`src/hw/rtl/lic_pkg.sv`:
```
// Package for the linear index to coordinates block.
// Holds widths, the register index codes and the word type passed along the cell chain.
// No dependencies.
package lic_pkg;

  localparam int MAX_DIMS   = 4;
  localparam int NUM_COORDS = 4;
  localparam int DIM_CAP    = (MAX_DIMS < NUM_COORDS) ? MAX_DIMS : NUM_COORDS;
  localparam int IDX_W      = 32;
  localparam int SIZE_W     = 16;
  localparam int NDIMS_W    = 3;
  localparam int CFG_IDX_W  = 3;
  localparam int CFG_DATA_W = 16;
  localparam int STEPS      = IDX_W;
  localparam int NUM_CELLS  = NUM_COORDS * STEPS;

  typedef enum logic [CFG_IDX_W-1:0] {
    CFG_NUM_DIMS  = 3'd0,
    CFG_SIZE_DIM0 = 3'd1,
    CFG_SIZE_DIM1 = 3'd2,
    CFG_SIZE_DIM2 = 3'd3,
    CFG_SIZE_DIM3 = 3'd4
  } cfg_idx_e;

  typedef logic [NUM_COORDS-1:0][SIZE_W-1:0] lic_coords_t;

  // Partial quotient shifts left through work; rem is the running remainder.
  typedef struct packed {
    logic [IDX_W-1:0]  work;
    logic [SIZE_W-1:0] rem;
    lic_coords_t       coords;
  } lic_word_t;

endpackage

```
`src/hw/rtl/lic_if.sv`:
```


interface lic_coord_if import lic_pkg::*; ();
  logic              valid;
  logic              ready;
  logic [SIZE_W-1:0] coord0;
  logic [SIZE_W-1:0] coord1;
  logic [SIZE_W-1:0] coord2;
  logic [SIZE_W-1:0] coord3;
  modport source (output valid, output coord0, output coord1, output coord2, output coord3,
                  input ready);
  modport sink (input valid, input coord0, input coord1, input coord2, input coord3,
                output ready);
endinterface


```
`src/hw/rtl/lic_skid.sv`:
```
// Output register with a skid stage that catches one word while the output word waits.
// Depends on lic_pkg and the lic_coord_if interface.
module lic_skid import lic_pkg::*; (
  input  logic        clk_i,
  input  logic        rst_ni,
  input  logic        valid_i,
  input  lic_coords_t coords_i,
  output logic        en_o,
  lic_coord_if.source out_o
);

  logic        out_valid_q, skid_valid_q;
  lic_coords_t out_q, skid_q;
  logic        drain;

  assign drain = out_o.ready || !out_valid_q;
  assign en_o  = !skid_valid_q;

  // Control: the skid fills only when the output word is stalled.
  always_ff @(posedge clk_i or negedge rst_ni) begin
    if (!rst_ni) begin
      out_valid_q  <= 1'b0;
      skid_valid_q <= 1'b0;
    end else if (drain) begin
      if (skid_valid_q) begin
        out_valid_q  <= 1'b1;
        skid_valid_q <= 1'b0;
      end else begin
        out_valid_q <= valid_i;
      end
    end else if (valid_i && !skid_valid_q) begin
      skid_valid_q <= 1'b1;
    end
  end

  // Payload moves with the control above.
  always_ff @(posedge clk_i) begin
    if (drain) begin
      out_q <= skid_valid_q ? skid_q : coords_i;
    end else if (!skid_valid_q) begin
      skid_q <= coords_i;
    end
  end

  assign out_o.valid  = out_valid_q;
  assign out_o.coord0 = out_q[0];
  assign out_o.coord1 = out_q[1];
  assign out_o.coord2 = out_q[2];
  assign out_o.coord3 = out_q[3];

endmodule
```
`src/flat_wrapper.sv`:
```
// flat-port wrapper written by rule: the top's interface ports become plain ports
module lic_skid_flat import lic_pkg::*;
  (clk_i, rst_ni, valid_i, coords_i, en_o, out_o_valid, out_o_coord0, out_o_coord1, out_o_coord2, out_o_coord3, out_o_ready);
  lic_coord_if out_o_i ();
  input  logic clk_i;
  input  logic rst_ni;
  input  logic valid_i;
  input  lic_coords_t coords_i;
  output logic en_o;
  output wire logic [$bits(out_o_i.valid)-1:0] out_o_valid;
  output wire logic [$bits(out_o_i.coord0)-1:0] out_o_coord0;
  output wire logic [$bits(out_o_i.coord1)-1:0] out_o_coord1;
  output wire logic [$bits(out_o_i.coord2)-1:0] out_o_coord2;
  output wire logic [$bits(out_o_i.coord3)-1:0] out_o_coord3;
  input wire logic [$bits(out_o_i.ready)-1:0] out_o_ready;
  assign out_o_valid = out_o_i.valid;
  assign out_o_coord0 = out_o_i.coord0;
  assign out_o_coord1 = out_o_i.coord1;
  assign out_o_coord2 = out_o_i.coord2;
  assign out_o_coord3 = out_o_i.coord3;
  assign out_o_i.ready = out_o_ready;
  lic_skid u_core (.clk_i(clk_i), .rst_ni(rst_ni), .valid_i(valid_i), .coords_i(coords_i), .en_o(en_o), .out_o(out_o_i));
endmodule
```
`config.mk`:
```
export PLATFORM = sky130hd
export DESIGN_NAME = lic_skid_flat
export DESIGN_NICKNAME = d
export VERILOG_FILES = /design/src/hw/rtl/lic_pkg.sv /design/src/hw/rtl/lic_if.sv /design/src/hw/rtl/lic_skid.sv /design/src/flat_wrapper.sv
export SDC_FILE = /design/constraint.sdc
export NUM_CORES = 1
export LEC_CHECK = 0
export ABC_AREA = 1
export BUFFER_PORTS_ARGS = -buffer_cell sky130_fd_sc_hd__buf_2
export CAP_MARGIN = 20
export CELL_PAD_IN_SITES_DETAIL_PLACEMENT = 0
export CELL_PAD_IN_SITES_GLOBAL_PLACEMENT = 1
export CORE_ASPECT_RATIO = 0.6
export CORE_MARGIN = 2
export CORE_UTILIZATION = 41
export DETAILED_ROUTE_END_ITERATION = 16
export PLACE_DENSITY = 0.77
export SETUP_SLACK_MARGIN = 0.02
export SLEW_MARGIN = 15
export SYNTH_ARGS = -nofsm -noshare
export SYNTH_HDL_FRONTEND = slang
export SYNTH_SLANG_ARGS = --single-unit
```
`constraint.sdc`:
```
create_clock -name clk_i -period 5.1 [get_ports clk_i]
set_input_delay 0.255 -clock clk_i [delete_from_list [all_inputs] [get_ports clk_i]]
set_output_delay 0.255 -clock clk_i [all_outputs]
set_load 0.05 [all_outputs]
```
==> impl_metrics.yaml <==
sta:
  holdWs_ps: 111
  skew_ps: 4.90
  fin_setup_tns_ps: 0
  drv_slew: 0
  final_hold_viol_count: 0
  tightest_slew_ps: 902
  period_minus_slack_ps: 2520
  max_freq_ghz: 0.398
  setup-violations-final: 0
  post-route-period-util_pct: 49.3
  relSlewSlack_pct: 39.9
  rsz0062_at_grt: "false"
layout:
  num-fill-cells: 976
  instances_no_fill: 658
  num-nets-final: 553
  multi_input_area_um2: 743
  antennaDiodeCount: 0
  postLayoutCoreUtil_pct: 54.1
  seqCellArea_mm2: 0.00389
  drive_gt1_share_pct: 33.7
  area_growth_pct: 28.4
logic_synthesis:
  yosys.area_share.adder_pct: 0
  synth_most_common_cell: "nand2_1"
  ys_ff_latch: 130
  yosysWarnings: 0
  synth_compound_area_share_pct: 0
  synth_commonest_cells: "nand2_1, edfxtp_1, buf_6"
  yosys.area_share.simple_pct: 15.4
  synthArstFlopShare_pct: 1.54
  synth-xor-area-share_pct: 0
  synth_fp_nets: 411
  synth_edf_count: 128
  synth_top_cell_by_area: "edfxtp_1"
  synth-main-ff-cell: "edfxtp_1"
  synthCells: 343
  avgSynthCellArea_um2: 13.9
  syn_area_mm2: 0.00478
  muxShareOfSynthArea_pct: 0
  synth_area_leaders: "edfxtp_1, nand2_1, buf_6, dfrtp_1, buf_4"
  synth_top_family_by_area: "simple AND/OR/NAND/NOR gates"
  seq_area_frac_synth_pct: 81.5
  yosys.area.top_type_share_pct: 80.4
  synth.distinct_cells: 9
floorplan:
  start_util_pct: 42.2
  die_h_um: 87.6
  num_rows: 30
  fp.dieArea_mm2: 0.0126
  die_w_um: 143
  pin_count: 134
  core_mm2: 0.0113
place:
  dp.cells: 623
  place.gp.congestion: 0.782
  io_buffers: 133
  hpwl_um: 6390
routing:
  drcViolationCount: 0
  routed_wl_um: 9880
  vias: 3002
  vias_per_cell: 4.56
  postRouteAntennaNets: 0
  wire_per_inst_um: 15.0
  first_pass_iters: 4
  drt-initial-drc-count: 233
grt:
  grt_overflow_total: 0
  grt_pass1_wl_um: 15100
  grt_max_degree: 68
  grt_use_total_pct: 16.4
  grt_pass1_vias: 2956
  antenna_found_initial: 0
worst_setup_path:
  timing_worst_setup_path_type: "reg -> reg"
  reg2regPathDepth: 3
  cp-start-kind: "register"
  r2r-end: "u_core.skid_q[46]"
  critical_path_required_ps: 5150
  path_max_fanout: 67
  end_kind: "register"
  rrSetupSlack_ps: 2580
  worst_ep_arrival_time_ps: 2560
  r2r_start: "u_core.out_o.valid"
hold_path:
  hp-start: "valid_i"
  hold_depth: 3
  hp-class: "in -> reg"
  min_to: "u_core.out_o.valid"
cts:
  clk_latency_ps: 410
  cts_tree: "yes"
  cts-root-buf: "clkbuf_16"
  cts_max_level: 4
  path_clk_slew_ps: 50
  clockBufferDepth: 2
  cts_made_buffers: 17
  cts_sinks: 130
  postCtsSetupRepairBufs: 0
power:
  ir_drop_mv: 0.227
  power.total_mw: 2.85
  leakagePower_nw: 2.68
  power.density_mw_per_mm2: 465
run_status:
  status: "complete, no violations"
job:
  drv_cap: 0
metal layers:
| layer | share of wire (%) | global-route usage, % | vias to the layer above |
|---|---|---|---|
| met4 | 0.95 | 5.61 | 0 |
| met5 | 0 | 0 | - |
| li1 | - | - | 1457 |
| met2 | 41 | 22.2 | 130 |
| met3 | 8.4 | 6.01 | 10 |
| met1 | 50 | 24.5 | 1405 |
per-stage QoR:
stage,setup WS (ps),instance area [um^2]
final,2580,6130
after global routing,2360,6130
after CTS,2070,6080
after detailed placement,2500,5520
after global placement,2540,5520
after floorplan,965,4780
logic make-up (layout without fill, tap and decap cells):
logic type | count (synthesis) | after routing
AND/OR/NAND/NOR | 196 | 196
buffers and inverters | 17 | 172
flip-flops | 130 | 130
area by class of cell:
class                      count  area share [%]
clock buffer                  17            6.94
inverter                       3           0.184
tap                          160            3.26
clock inverter                15            1.96
multi-input combinational    196            12.1
sequential                   130            63.5
timing repair buffer         137            12.0
timing repair:
| item | CTS | global route |
|---|---|---|
| endpoints found under the hold margin | 2 | 0 |
| hold buffers | 1 | 0 |
| gates resized for setup | 0 | 0 |
flip-flops by register name, summed over array words and instances (netlist names):
name and cells:
u_core.out_o.coord0 16, u_core.out_o.coord1 16, u_core.out_o.coord3 16, u_core.out_o.valid 1
u_core.skid_q 64, u_core.out_o.coord2 16, u_core.skid_valid_q 1
where the power goes:
| group | total, mW | internal [mW] | leakage (nW) | switching, mW |
|---|---|---|---|---|
| logic | 0.409 | 0.0858 | 1.14 | 0.323 |
| clock network | 1.10 | 0.662 | 0.255 | 0.437 |
| registers | 1.35 | 1.31 | 1.29 | 0.0361 |
| total | 2.85 | 2.06 | 2.68 | 0.796 |
worst max path at each step:
stage,cells past startpoint,slack (ps),startpoint,to
5_1_grt,3,2360,u_core.out_o.valid,u_core.skid_q[37]
6_report,3,2580,u_core.out_o.valid,u_core.skid_q[46]
3_3_place_gp,5,2540,out_o_ready,u_core.skid_q[46]
2_1_floorplan,2,960,u_core.out_o.valid,u_core.skid_q[0]
4_1_cts,2,2070,u_core.skid_valid_q,en_o
3_5_place_dp,5,2500,out_o_ready,u_core.skid_q[29]
layout by cell type, fill, tap and decap left out:
cell           synthesis  routed
buf_16                 0       2
buf_2                  2     133
buf_4                  2       1
bufinv_16              0       1
clkbuf_16              0      17
clkinv_1               0       4
clkinv_2               0       2
clkinv_4               0       4
clkinvlp_4             0       4
dfrtp_1                2       1
dfrtp_2                0       1
dlygate4sd3_1          0       1
edfxtp_1             128     128
inv_1                  2       1
inv_2                  1       2
nand2_1              194     193
nand2_4                0       1
nor2_1                 2       2
critical path: stages (launching register included):
cell	delay, ps
dfrtp_1	390
nand2_4	480
inv_2	710
buf_4	530
Power figures use the tool's default switching activity.
