**src/hw/rtl/lic_pkg.sv**
```systemverilog
// Package for the linear index to coordinates block.
// Holds widths, the register index codes and the word type passed along the cell chain.
// No dependencies.
package lic_pkg;

  localparam int MAX_DIMS   = 4;
  localparam int NUM_COORDS = 4;
  localparam int DIM_CAP    = (MAX_DIMS < NUM_COORDS) ? MAX_DIMS : NUM_COORDS;
  localparam int IDX_W      = 32;
  localparam int SIZE_W     = 16;
  localparam int NDIMS_W    = 3;
  localparam int CFG_IDX_W  = 3;
  localparam int CFG_DATA_W = 16;
  localparam int STEPS      = IDX_W;
  localparam int NUM_CELLS  = NUM_COORDS * STEPS;

  typedef enum logic [CFG_IDX_W-1:0] {
    CFG_NUM_DIMS  = 3'd0,
    CFG_SIZE_DIM0 = 3'd1,
    CFG_SIZE_DIM1 = 3'd2,
    CFG_SIZE_DIM2 = 3'd3,
    CFG_SIZE_DIM3 = 3'd4
  } cfg_idx_e;

  typedef logic [NUM_COORDS-1:0][SIZE_W-1:0] lic_coords_t;

  // Partial quotient shifts left through work; rem is the running remainder.
  typedef struct packed {
    logic [IDX_W-1:0]  work;
    logic [SIZE_W-1:0] rem;
    lic_coords_t       coords;
  } lic_word_t;

endpackage

```
**src/hw/rtl/lic_cell.sv**
```systemverilog
// One restoring division step: brings in one dividend bit and emits one quotient bit.
// Depends on lic_pkg for the word type.
module lic_cell import lic_pkg::*; (
  input  logic              clk_i,
  input  logic              rst_ni,
  input  logic              en_i,
  input  logic [SIZE_W-1:0] divisor_i,
  input  logic              valid_i,
  input  lic_word_t         word_i,
  output logic              valid_o,
  output lic_word_t         word_o
);

  logic        valid_q;
  lic_word_t   word_q, word_d;
  logic [SIZE_W:0] trial;
  logic [SIZE_W:0] diff;
  logic        ge;

  // Shift the next dividend bit into the remainder and try the subtraction.
  always_comb begin
    trial  = {word_i.rem, word_i.work[IDX_W-1]};
    diff   = trial - {1'b0, divisor_i};
    ge     = (trial >= {1'b0, divisor_i});
    word_d = word_i;
    word_d.work = {word_i.work[IDX_W-2:0], ge};
    word_d.rem  = ge ? diff[SIZE_W-1:0] : trial[SIZE_W-1:0];
  end

  always_ff @(posedge clk_i or negedge rst_ni) begin
    if (!rst_ni) begin
      valid_q <= 1'b0;
    end else if (en_i) begin
      valid_q <= valid_i;
    end
  end

  always_ff @(posedge clk_i) begin
    if (en_i) begin
      word_q <= word_d;
    end
  end

  assign valid_o = valid_q;
  assign word_o  = word_q;

endmodule

```
**config.mk**
```make
export PLATFORM = sky130hd
export DESIGN_NAME = lic_cell
export DESIGN_NICKNAME = d
export VERILOG_FILES = /design/src/hw/rtl/lic_pkg.sv /design/src/hw/rtl/lic_cell.sv
export SDC_FILE = /design/constraint.sdc
export NUM_CORES = 1
export LEC_CHECK = 0
export BUFFER_PORTS_ARGS = -buffer_cell sky130_fd_sc_hd__buf_2
export CORE_MARGIN = 4
export CORE_UTILIZATION = 45
export CTS_CLUSTER_SIZE = 25
export DETAILED_ROUTE_END_ITERATION = 6
export PLACE_DENSITY = 0.77
export SLEW_MARGIN = 15
export SYNTH_ARGS = -nofsm -noshare
export SYNTH_HDL_FRONTEND = slang
export SYNTH_SLANG_ARGS = --single-unit
```
**constraint.sdc**
```tcl
create_clock -name clk_i -period 0.85 [get_ports clk_i]
set_input_delay 0.2125 -clock clk_i [delete_from_list [all_inputs] [get_ports clk_i]]
set_output_delay 0.2125 -clock clk_i [all_outputs]
set_load 0.05 [all_outputs]
```
==> metrics, run 1 <==
xor/xnor share of the synthesized area=2.30%; Logic pwr share=about 29%; hold path startpoint=word_i[65]; first-pass GRT wire length=about 29000 um; largest area contributor in the netlist=edfxtp_1; max-cap check violation count=0; wire per inst=between 20 and 30 um; Die X=109 um; Setup TNS=-66460 ps; nets=about 840; RR Startpoint=valid_o$_DFFE_PN0P_; ys async rst share=less than 1%; CP required=between 1000 and 1500 ps; Area after DPL=roughly 6500 sq um; Yosys warnings=0; Peak supply drop=1830 uV; Area contributors post-synth=edfxtp_1, ha_1, mux2_4; Post-DRT Antenna Nets=0; commonest cells in the synthesized netlist=edfxtp_1, inv_1, ha_1, nand2_1, a21oi_1; Port Buffers=~240; 1st-iter DRT viols=416; Primary FF master, synth=edfxtp_1; htree depth=4; post-synthesis mux area share=4.52%; Synth Area in Simple Gates=approximately 3.8%; final setup fails=roughly 130; hpwl dp=between 10000 and 15000 um; CP arrival=2070 ps; Area growth syn-to-layout=101%; fill cell count=between 300 and 400; Post-synth EDFFs=112; Mapped Nets=419; share of the synthesized area in the top cell type=73.7%; DR vias=4658; Seq/Total Area, Yosys=approximately three quarters; Root Driver=clkbuf_8; critical-path maximum fanout=4; overall routed net length=roughly 23000 um; period utilization=215%; Max Buffers Root-to-Sink=2; Inserted Clock Buffers=17; Post-route DRC=0; Final Slew Violations=0; clock power share=between 30% and 40%; CP startpoint kind=input port; Period minus WS final=1830 ps; syn avg cell area=roughly 17 sq um; core area=9820 sq um; status=complete, but fails checks; Sequential Area=roughly 3400 sq um; initial antenna violation count=4; failing checks=setup timing; design area=between 9000 and 10000 sq um; Reg power frac=~36%; clk_lat worst skew=roughly 500 ps; hold slack=13.5 ps; Worst-path clk slew=60 ps; router iterations before antenna repair=7; Remaining Overflow, GRT=0; Initial Util=between 40% and 50%; vias in the first global route=between 4000 and 5000; setup skew after layout=0 ps; relative slew slack=roughly 70%; Die H=109 um; synthesized instance count=270; Power Internal=0.0134 W; Seq cells post-synth=roughly 110; CTS tree=done; full die area=between 10000 and 15000 sq um; synthesized cell area=4560 sq um; total track usage=between 30 and 40%; Worst-Margin Slew=roughly 440 ps; Switching Power=0.00656 W; RD Place Congestion=between 0.8 and 0.9; unrepaired setup endpoints after global routing=true; Compound-Gate Fraction of Synth Area=slightly above 7%; critical path class=input port to flip-flop; LEAKAGE=between 3 and 4 nW; top achievable clock speed=approximately 550 MHz; share of layout cells above drive strength 1=a little under three fifths; largest family of logic cells by synthesized area=compound AO/OA/AOI/OAI gates; most common cell in the netlist=edfxtp_1; pin count of the biggest net entering global routing=39; I/O Pins=between 200 and 250; Hold WC Path Type=input port to flip-flop; switching share of power=about a third; via-per-instance ratio=5.53; PD cells=between 2000 and 2500 nW/um^2; Final Worst Setup Slack=-981 ps; Row Count=36; Critical Path Source=word_i[76]; clk sinks=113; area of the multi-input gates=around 1300 sq um; CP Capture Type=flip-flop; final hold viol count=0; Netlist cell types=44; Synth Area in Adders=4.82%
## stage by stage
stage / cells / setup WS [ps] / utilization (%) / total power, W
CTS: 835 / -847 / 90.7 / 0.0189
finish: 842 / -981 / 93.3 / 0.0199
floorplan: 270 / -1400 / - / 0.00962
detailed placement: 697 / -1490 / 66.2 / 0.0110
global placement: 697 / -1410 / 66.2 / 0.0109
global route: 842 / -960 / 93.3 / 0.0204
## flip-flops by register name, indices dropped and copies added, names as in the netlist
name / cells
word_o: 112
valid_o: 1
## final timing paths
kind | endpoint | slack, ps | cells after the start
worst min register to register | valid_o$_DFFE_PN0P_ | 650 | 2
min in group asynchronous | valid_o$_DFFE_PN0P_ | 590 | 3
worst max-delay path | word_o[79]$_DFFE_PP_ | -980 | 9
worst min-delay path | word_o[66]$_DFFE_PP_ | 10 | 2
max in group asynchronous | valid_o$_DFFE_PN0P_ | 130 | 3
worst max register to register | valid_o$_DFFE_PN0P_ | -70 | 2
## power groups by stage
stage	Clock, W	Combinational [W]	Sequential, W
after detailed placement	0	0.00404	0.00695
after global routing	0.00747	0.00581	0.00710
after floorplan	0	0.000878	0.00874
after global placement	0	0.00397	0.00694
after CTS	0.00685	0.00512	0.00698
final	0.00716	0.00569	0.00707
## repair_timing
action | 4_1_cts | 5_1_grt
resized for setup | 246 | 57
hold buffers | 98 | 0
hold endpoints to repair | 97 | 0
gates cloned | 1 | 0
pin swaps | 12 | 17
endpoints found under the setup margin | 130 | 130
buffers inserted | 7 | 3
## layer usage
layer	part of all wire, %	track usage [%]	wire length (um)
met1	33	39.8	7660
met2	52	60.7	12000
met3	10	9.18	2350
met4	5.0	14.6	1150
met5	0	0	0
## cells by family after synthesis
family	Yosys count
AOI/OAI and AO/OA	45
xor gates and xnor gates	12
adders and majority gates	17
buffers and inverters	31
DFF	113
muxes	16
and+or+nand+nor	36
## layout make-up
cell class	count	area share (%)
timing repair buffer	408	39.0
clock buffer	17	4.52
tap	133	1.82
timing repair inverter	1	0.123
multi-input combinational	126	14.5
inverter	25	1.27
antenna	4	0.109
clock inverter	15	1.73
sequential	113	37.0
## critical path, stage by stage
cell and delay, ps:
buf_2 120, ha_2 360, and3_4 210, buf_4 130, nand2_1 120, a311o_1 380
o2111ai_1 170, xnor2_1 220, mux2i_2 150
## placed cells by master, fill, tap and decap left out, types with 4 or more instances in the layout
cell type and n:
buf_6 128, buf_2 114, edfxtp_1 112, dlygate4sd3_1 98, buf_4 61, clkbuf_16 16
inv_1 15, nand2_1 13, mux2_4 12, ha_4 12, nor2_1 8, a21oi_1 8
xnor2_1 8, inv_2 6, inv_6 5, o21ai_0 5, diode_2 4, xor2_1 4
clkinv_4 4, buf_8 4
Note: power is estimated with default switching activity, not from simulation.
==> inputs of run 2 (changes only) <==
- ABC_AREA: unset -> 1
- PLACE_DENSITY: 0.77 -> 0.76
==> metrics, run 2 <==
grt peak-use layer=met2; initial antenna violation count=3; PD cells=2160 nW/um^2; total track usage=about a third; Root Driver=clkbuf_8; largest area contributor in the netlist=edfxtp_1; share of layout cells above drive strength 1=between 50% and 60%; I/O Pins=245; CP Capture Type=flip-flop; final core area utilization=between 90% and 100%; Area after DPL=~6700 sq um; core area=approximately 10000 sq um; final hold viol count=1; Critical Path Source=word_i[74]; Seq cells post-synth=roughly 110; clk_lat worst skew=about 540 ps; Netlist cell types=26; top achievable clock speed=681 MHz; wire per inst=28.4 um; ys async rst share=0.885%; nets=between 900 and 1000; hold slack=-6.27 ps; Worst Reg-to-Reg Cells=1; Port Buffers=about 240; synthesized cell area=4750 sq um; Remaining Overflow, GRT=0; Setup TNS=-64550 ps; Post-DRT Antenna Nets=0; via-per-instance ratio=slightly below 6; max reg flops=between 100 and 150; Worst-Margin Slew=~330 ps; worst path bufs/invs=2; CP arrival=between 1500 and 2000 ps; router iterations before antenna repair=7; critical path's top delay family=simple AND/OR/NAND/NOR gates; final setup fails=130; CP startpoint kind=input port; commonest cells in the synthesized netlist=edfxtp_1, nand2_1, inv_1, ha_1, nor2_1; Reg2Reg Capture Point=valid_o$_DFFE_PN0P_; Row Count=37; CTS tree=done; Final Worst Setup Slack=-619 ps; Most common cell on crit path=nand2_1; pin count of the biggest net entering global routing=38; critical-path maximum fanout=3; LEAKAGE=around 4.4 nW; Hold WC Path Type=input port to flip-flop; Mapped Nets=532; 1st-iter DRT viols=roughly 840; htree depth=4; syn avg cell area=approximately 12 sq um; Initial Util=around 46%; period utilization=173%; Worst-path clk slew=about 60 ps; failing checks=DRC, hold timing, setup timing; Levels on crit path=11; commonest non-fill, non-tap cell in the layout=buf_6; Area growth syn-to-layout=102%; status=complete, but fails checks; Max Buffers Root-to-Sink=2; max-cap check violation count=0; Final Power=between 0.02 and 0.025 W; CP required=between 1000 and 1500 ps; setup skew after layout=0 ps; RR Startpoint=valid_o$_DFFE_PN0P_; met1 GRT Util=between 40% and 50%; Yosys warnings=0; most common cell in the netlist=edfxtp_1; synthesized instance count=between 300 and 400; hpwl dp=around 11000 um; vias in the first global route=between 5000 and 6000; Primary FF master, synth=edfxtp_1; Worst setup endpoint=word_o[78]$_DFFE_PP_; RD Place Congestion=between 0.8 and 0.9; clk sinks=113; critical path class=input port to flip-flop; Seq/Total Area, Yosys=71.3%; share of the synthesized area in the top cell type=a little over two thirds; commonest cells after routing, fill and taps aside=buf_6, buf_2, edfxtp_1; Area contributors post-synth=edfxtp_1, nand2_1, inv_1; M2 GR Usage=about three fifths; relative slew slack=about 78%; M3 GR Usage=10.1%; Peak supply drop=roughly 1400 uV; Slowest cell on crit path=ha_4; Inserted Clock Buffers=17; Final Slew Violations=0; R2R setup slack=70 ps; full die area=~12000 sq um; design area=between 9000 and 10000 sq um; crit path cell chain=buf_2 > ha_4 > nand2_2 > buf_4 > nor2_2 > and2_1 > nand2_2 > nand2_1 > nand2_1 > nand3_2 > nand2_1; unrepaired setup endpoints after global routing=true; Post-synth EDFFs=about 110; Post-route DRC=3; Die H=approximately 110 um; overall routed net length=between 20000 and 30000 um; first-pass GRT wire length=around 32000 um; DR vias=about 5600; Period minus WS final=about 1500 ps; Die X=approximately 110 um; crit-path max cell delay=roughly 290 ps
run 2: cell count changes after synthesis, sizes merged, moves of 3 or more:
cell,delta
nand2,+109
inv,+35
nand3,+16
mux2,-12
nor2,+10
o21ai,-7
xnor2,-7
a31oi,-4
clkbuf,-4
a21o,-3
mux2i,-3
o21bai,-3
run 2: kinds of logic after synthesis:
family                   count (synthesis)  synth area share (%)
AO/OA/AOI/OAI                           12                  1.32
XOR/XNOR                                 6                  1.11
adder cells (fa/ha/maj)                 17                  4.63
buffers and inverters                   63                  5.55
flip-flops                             113                  71.3
multiplexers                             1                 0.237
AND/OR/NAND/NOR                        171                  15.9
run 2: how the worst min path moves through the flow:
stage / startpoint / to / slack, ps / depth (start not counted)
3_5_place_dp: rst_ni / valid_o$_DFFE_PN0P_ / -10 / 1
2_1_floorplan: rst_ni / valid_o$_DFFE_PN0P_ / -80 / 0
5_1_grt: word_i[68] / word_o[69]$_DFFE_PP_ / -10 / 3
4_1_cts: rst_ni / valid_o$_DFFE_PN0P_ / 8 / 2
3_3_place_gp: rst_ni / valid_o$_DFFE_PN0P_ / -10 / 1
6_report: word_i[68] / word_o[69]$_DFFE_PP_ / -6 / 3
run 2: what timing repair did:
action | CTS | global route
gates cloned | 1 | 1
hold endpoints to repair | 99 | 3
pin swaps | 40 | 39
hold buffers | 99 | 3
buffers inserted | 9 | 8
gates resized for setup | 267 | 87
endpoints found under the setup margin | 130 | 130
run 2: metrics by stage:
step	setup slack, ps	std cells
floorplan	-711	383
global placement	-917	800
detailed placement	-953	800
CTS	-480	940
global route	-633	956
finish	-619	958
run 2: layout make-up:
| cell class | count | area (sq um) |
|---|---|---|
| Antenna cell | 6 | 15.0 |
| Clock buffer | 19 | 422 |
| Clock inverter | 12 | 166 |
| Fill cell | 312 | 706 |
| Inverter | 60 | 243 |
| Multi-Input combinational cell | 207 | 1680 |
| Sequential cell | 113 | 3390 |
| Tap cell | 136 | 170 |
| Timing Repair Buffer | 404 | 3530 |
| Timing Repair inverter | 1 | 8.76 |
run 2: power by group:
group	internal, W	switching (W)	total, W
clock network	0.00472	0.00289	0.00760
registers	0.00674	0.000340	0.00708
logic	0.00238	0.00374	0.00612
run 2: routing by layer:
metal  vias to the layer above  routed length (um)  share of wire [%]
li1                       2136                   -                  -
met1                      2587                8740                 32
met2                       656               12700                 47
met3                       205                3380                 12
met4                         0                2380                8.7
met5                         -                   0                  0
==> inputs of run 3 (changes only) <==
- CORE_UTILIZATION: 45 -> 49
- PLACE_DENSITY: 0.76 -> 0.83
- clock period: 0.85 -> 1.9 ns (I/O delays scaled with it)
==> metrics, run 3 (synthesis gave the netlist of run 2 again) <==
Remaining Overflow, GRT=0; Hold WC Path Type=input port to flip-flop; Die H=roughly 110 um; Area growth syn-to-layout=51.2%; max-cap check violation count=0; total track usage=24.4%; vias in the first global route=4079; Period minus WS final=1670 ps; critical path class=input port to flip-flop; cts hold-fix bufs=1; fill cell count=between 600 and 700; core area=a little over 9000 sq um; Sequential Area=around 3400 sq um; Die X=between 100 and 150 um; CP startpoint kind=input port; initial antenna violation count=0; Initial Util=approximately half; Inserted Clock Buffers=17; router iterations before antenna repair=4; CP required=between 2000 and 2500 ps; cts repair resizes=0; pin count of the biggest net entering global routing=46; unrepaired setup endpoints after global routing=false; Root Driver=clkbuf_8; overall routed net length=between 10000 and 15000 um; nets=between 800 and 900; Critical Path Source=word_i[111]; max reg flops=about 110; via-per-instance ratio=approximately 4.7; setup skew after layout=0 ps; Row Count=35; final hold viol count=0; period utilization=between 80% and 90%; Final Slew Violations=0; Placed Cells=796; status=finished, final reports clean; final core area utilization=between 70% and 80%; Post-DRT Antenna Nets=0; 1st-iter DRT viols=180; antenna fix cells=0; Worst-path clk slew=roughly 60 ps; relative slew slack=75.7%; critical-path maximum fanout=3; full die area=11300 sq um; first-pass GRT wire length=approximately 21000 um; CTS tree=done; Final Power=between 0.008 and 0.009 W; clk sinks=between 100 and 150; RR Startpoint=valid_o$_DFFE_PN0P_; hold slack=around 150 ps; Max Buffers Root-to-Sink=2; I/O Pins=245; Post-route DRC=0; PD cells=1110 nW/um^2; Post-CTS Setup Inserts=0; wire per inst=between 15 and 20 um; commonest non-fill, non-tap cell in the layout=buf_2; final setup fails=0; top achievable clock speed=~600 MHz; hold path startpoint=word_i[105]; post-layout instance count excluding filler cells=a little over 800; clk_lat worst skew=490 ps; Worst-Margin Slew=about 360 ps; RD Place Congestion=between 0.8 and 0.9; Peak supply drop=585 uV; DR vias=roughly 3900; htree depth=4; CP arrival=~1900 ps; share of layout cells above drive strength 1=50.6%; CP Capture Type=flip-flop; commonest cells after routing, fill and taps aside=buf_2, edfxtp_1, nand2_1; LEAKAGE=between 3 and 4 nW; Setup TNS=0 ps; area of the multi-input gates=1230 sq um; Port Buffers=about 240; hpwl dp=11000 um
run 3: through the flow:
stage	instance area, sq um	setup slack (ps)
5_1_grt	7190	128
4_1_cts	7190	239
2_1_floorplan	4890	5.20
6_report	7190	235
3_3_place_gp	6580	-236
3_5_place_dp	6580	-272
run 3: worst max-delay path, cell delays in order:
cell and delay (ps):
buf_2 80, inv_1 40, ha_1 200, fa_1 430, o21bai_1 270, nand2_1 140
nand3_1 90, nand2_1 60, nand3_2 70, nand2_1 60
run 3: final cells by class:
cell class              instances  area share [%]
flip-flops and latches        113            47.1
repair buffers                288            22.0
multi-input cells             207            17.2
clock buffers                  18            5.81
inverters                      60            3.13
clock inverters                14            2.54
well taps                     129            2.24
run 3: worst paths after layout:
| path | cells after the start | slack (ps) | to |
|---|---|---|---|
| setup / recovery | 10 | 230 | word_o[76]$_DFFE_PP_ |
| hold / removal | 1 | 150 | word_o[106]$_DFFE_PP_ |
| setup reg to reg | 1 | 1160 | valid_o$_DFFE_PN0P_ |
| hold reg to reg | 1 | 510 | valid_o$_DFFE_PN0P_ |
| max in group asynchronous | 2 | 1530 | valid_o$_DFFE_PN0P_ |
| min in group asynchronous | 2 | 280 | valid_o$_DFFE_PN0P_ |
run 3: per-layer routing:
metal | vias up | wire length [um] | GRT usage (%)
li1 | 1892 | - | -
met1 | 1833 | 4660 | 24.6
met2 | 164 | 7560 | 46.2
met3 | 23 | 1240 | 8.38
met4 | 0 | 331 | 8.95
met5 | - | 0 | 0
run 3: where the power goes:
part | switching [W] | internal [W]
registers | 0.0000543 | 0.00300
logic | 0.00128 | 0.000519
clock network | 0.00113 | 0.00202
total | 0.00247 | 0.00554
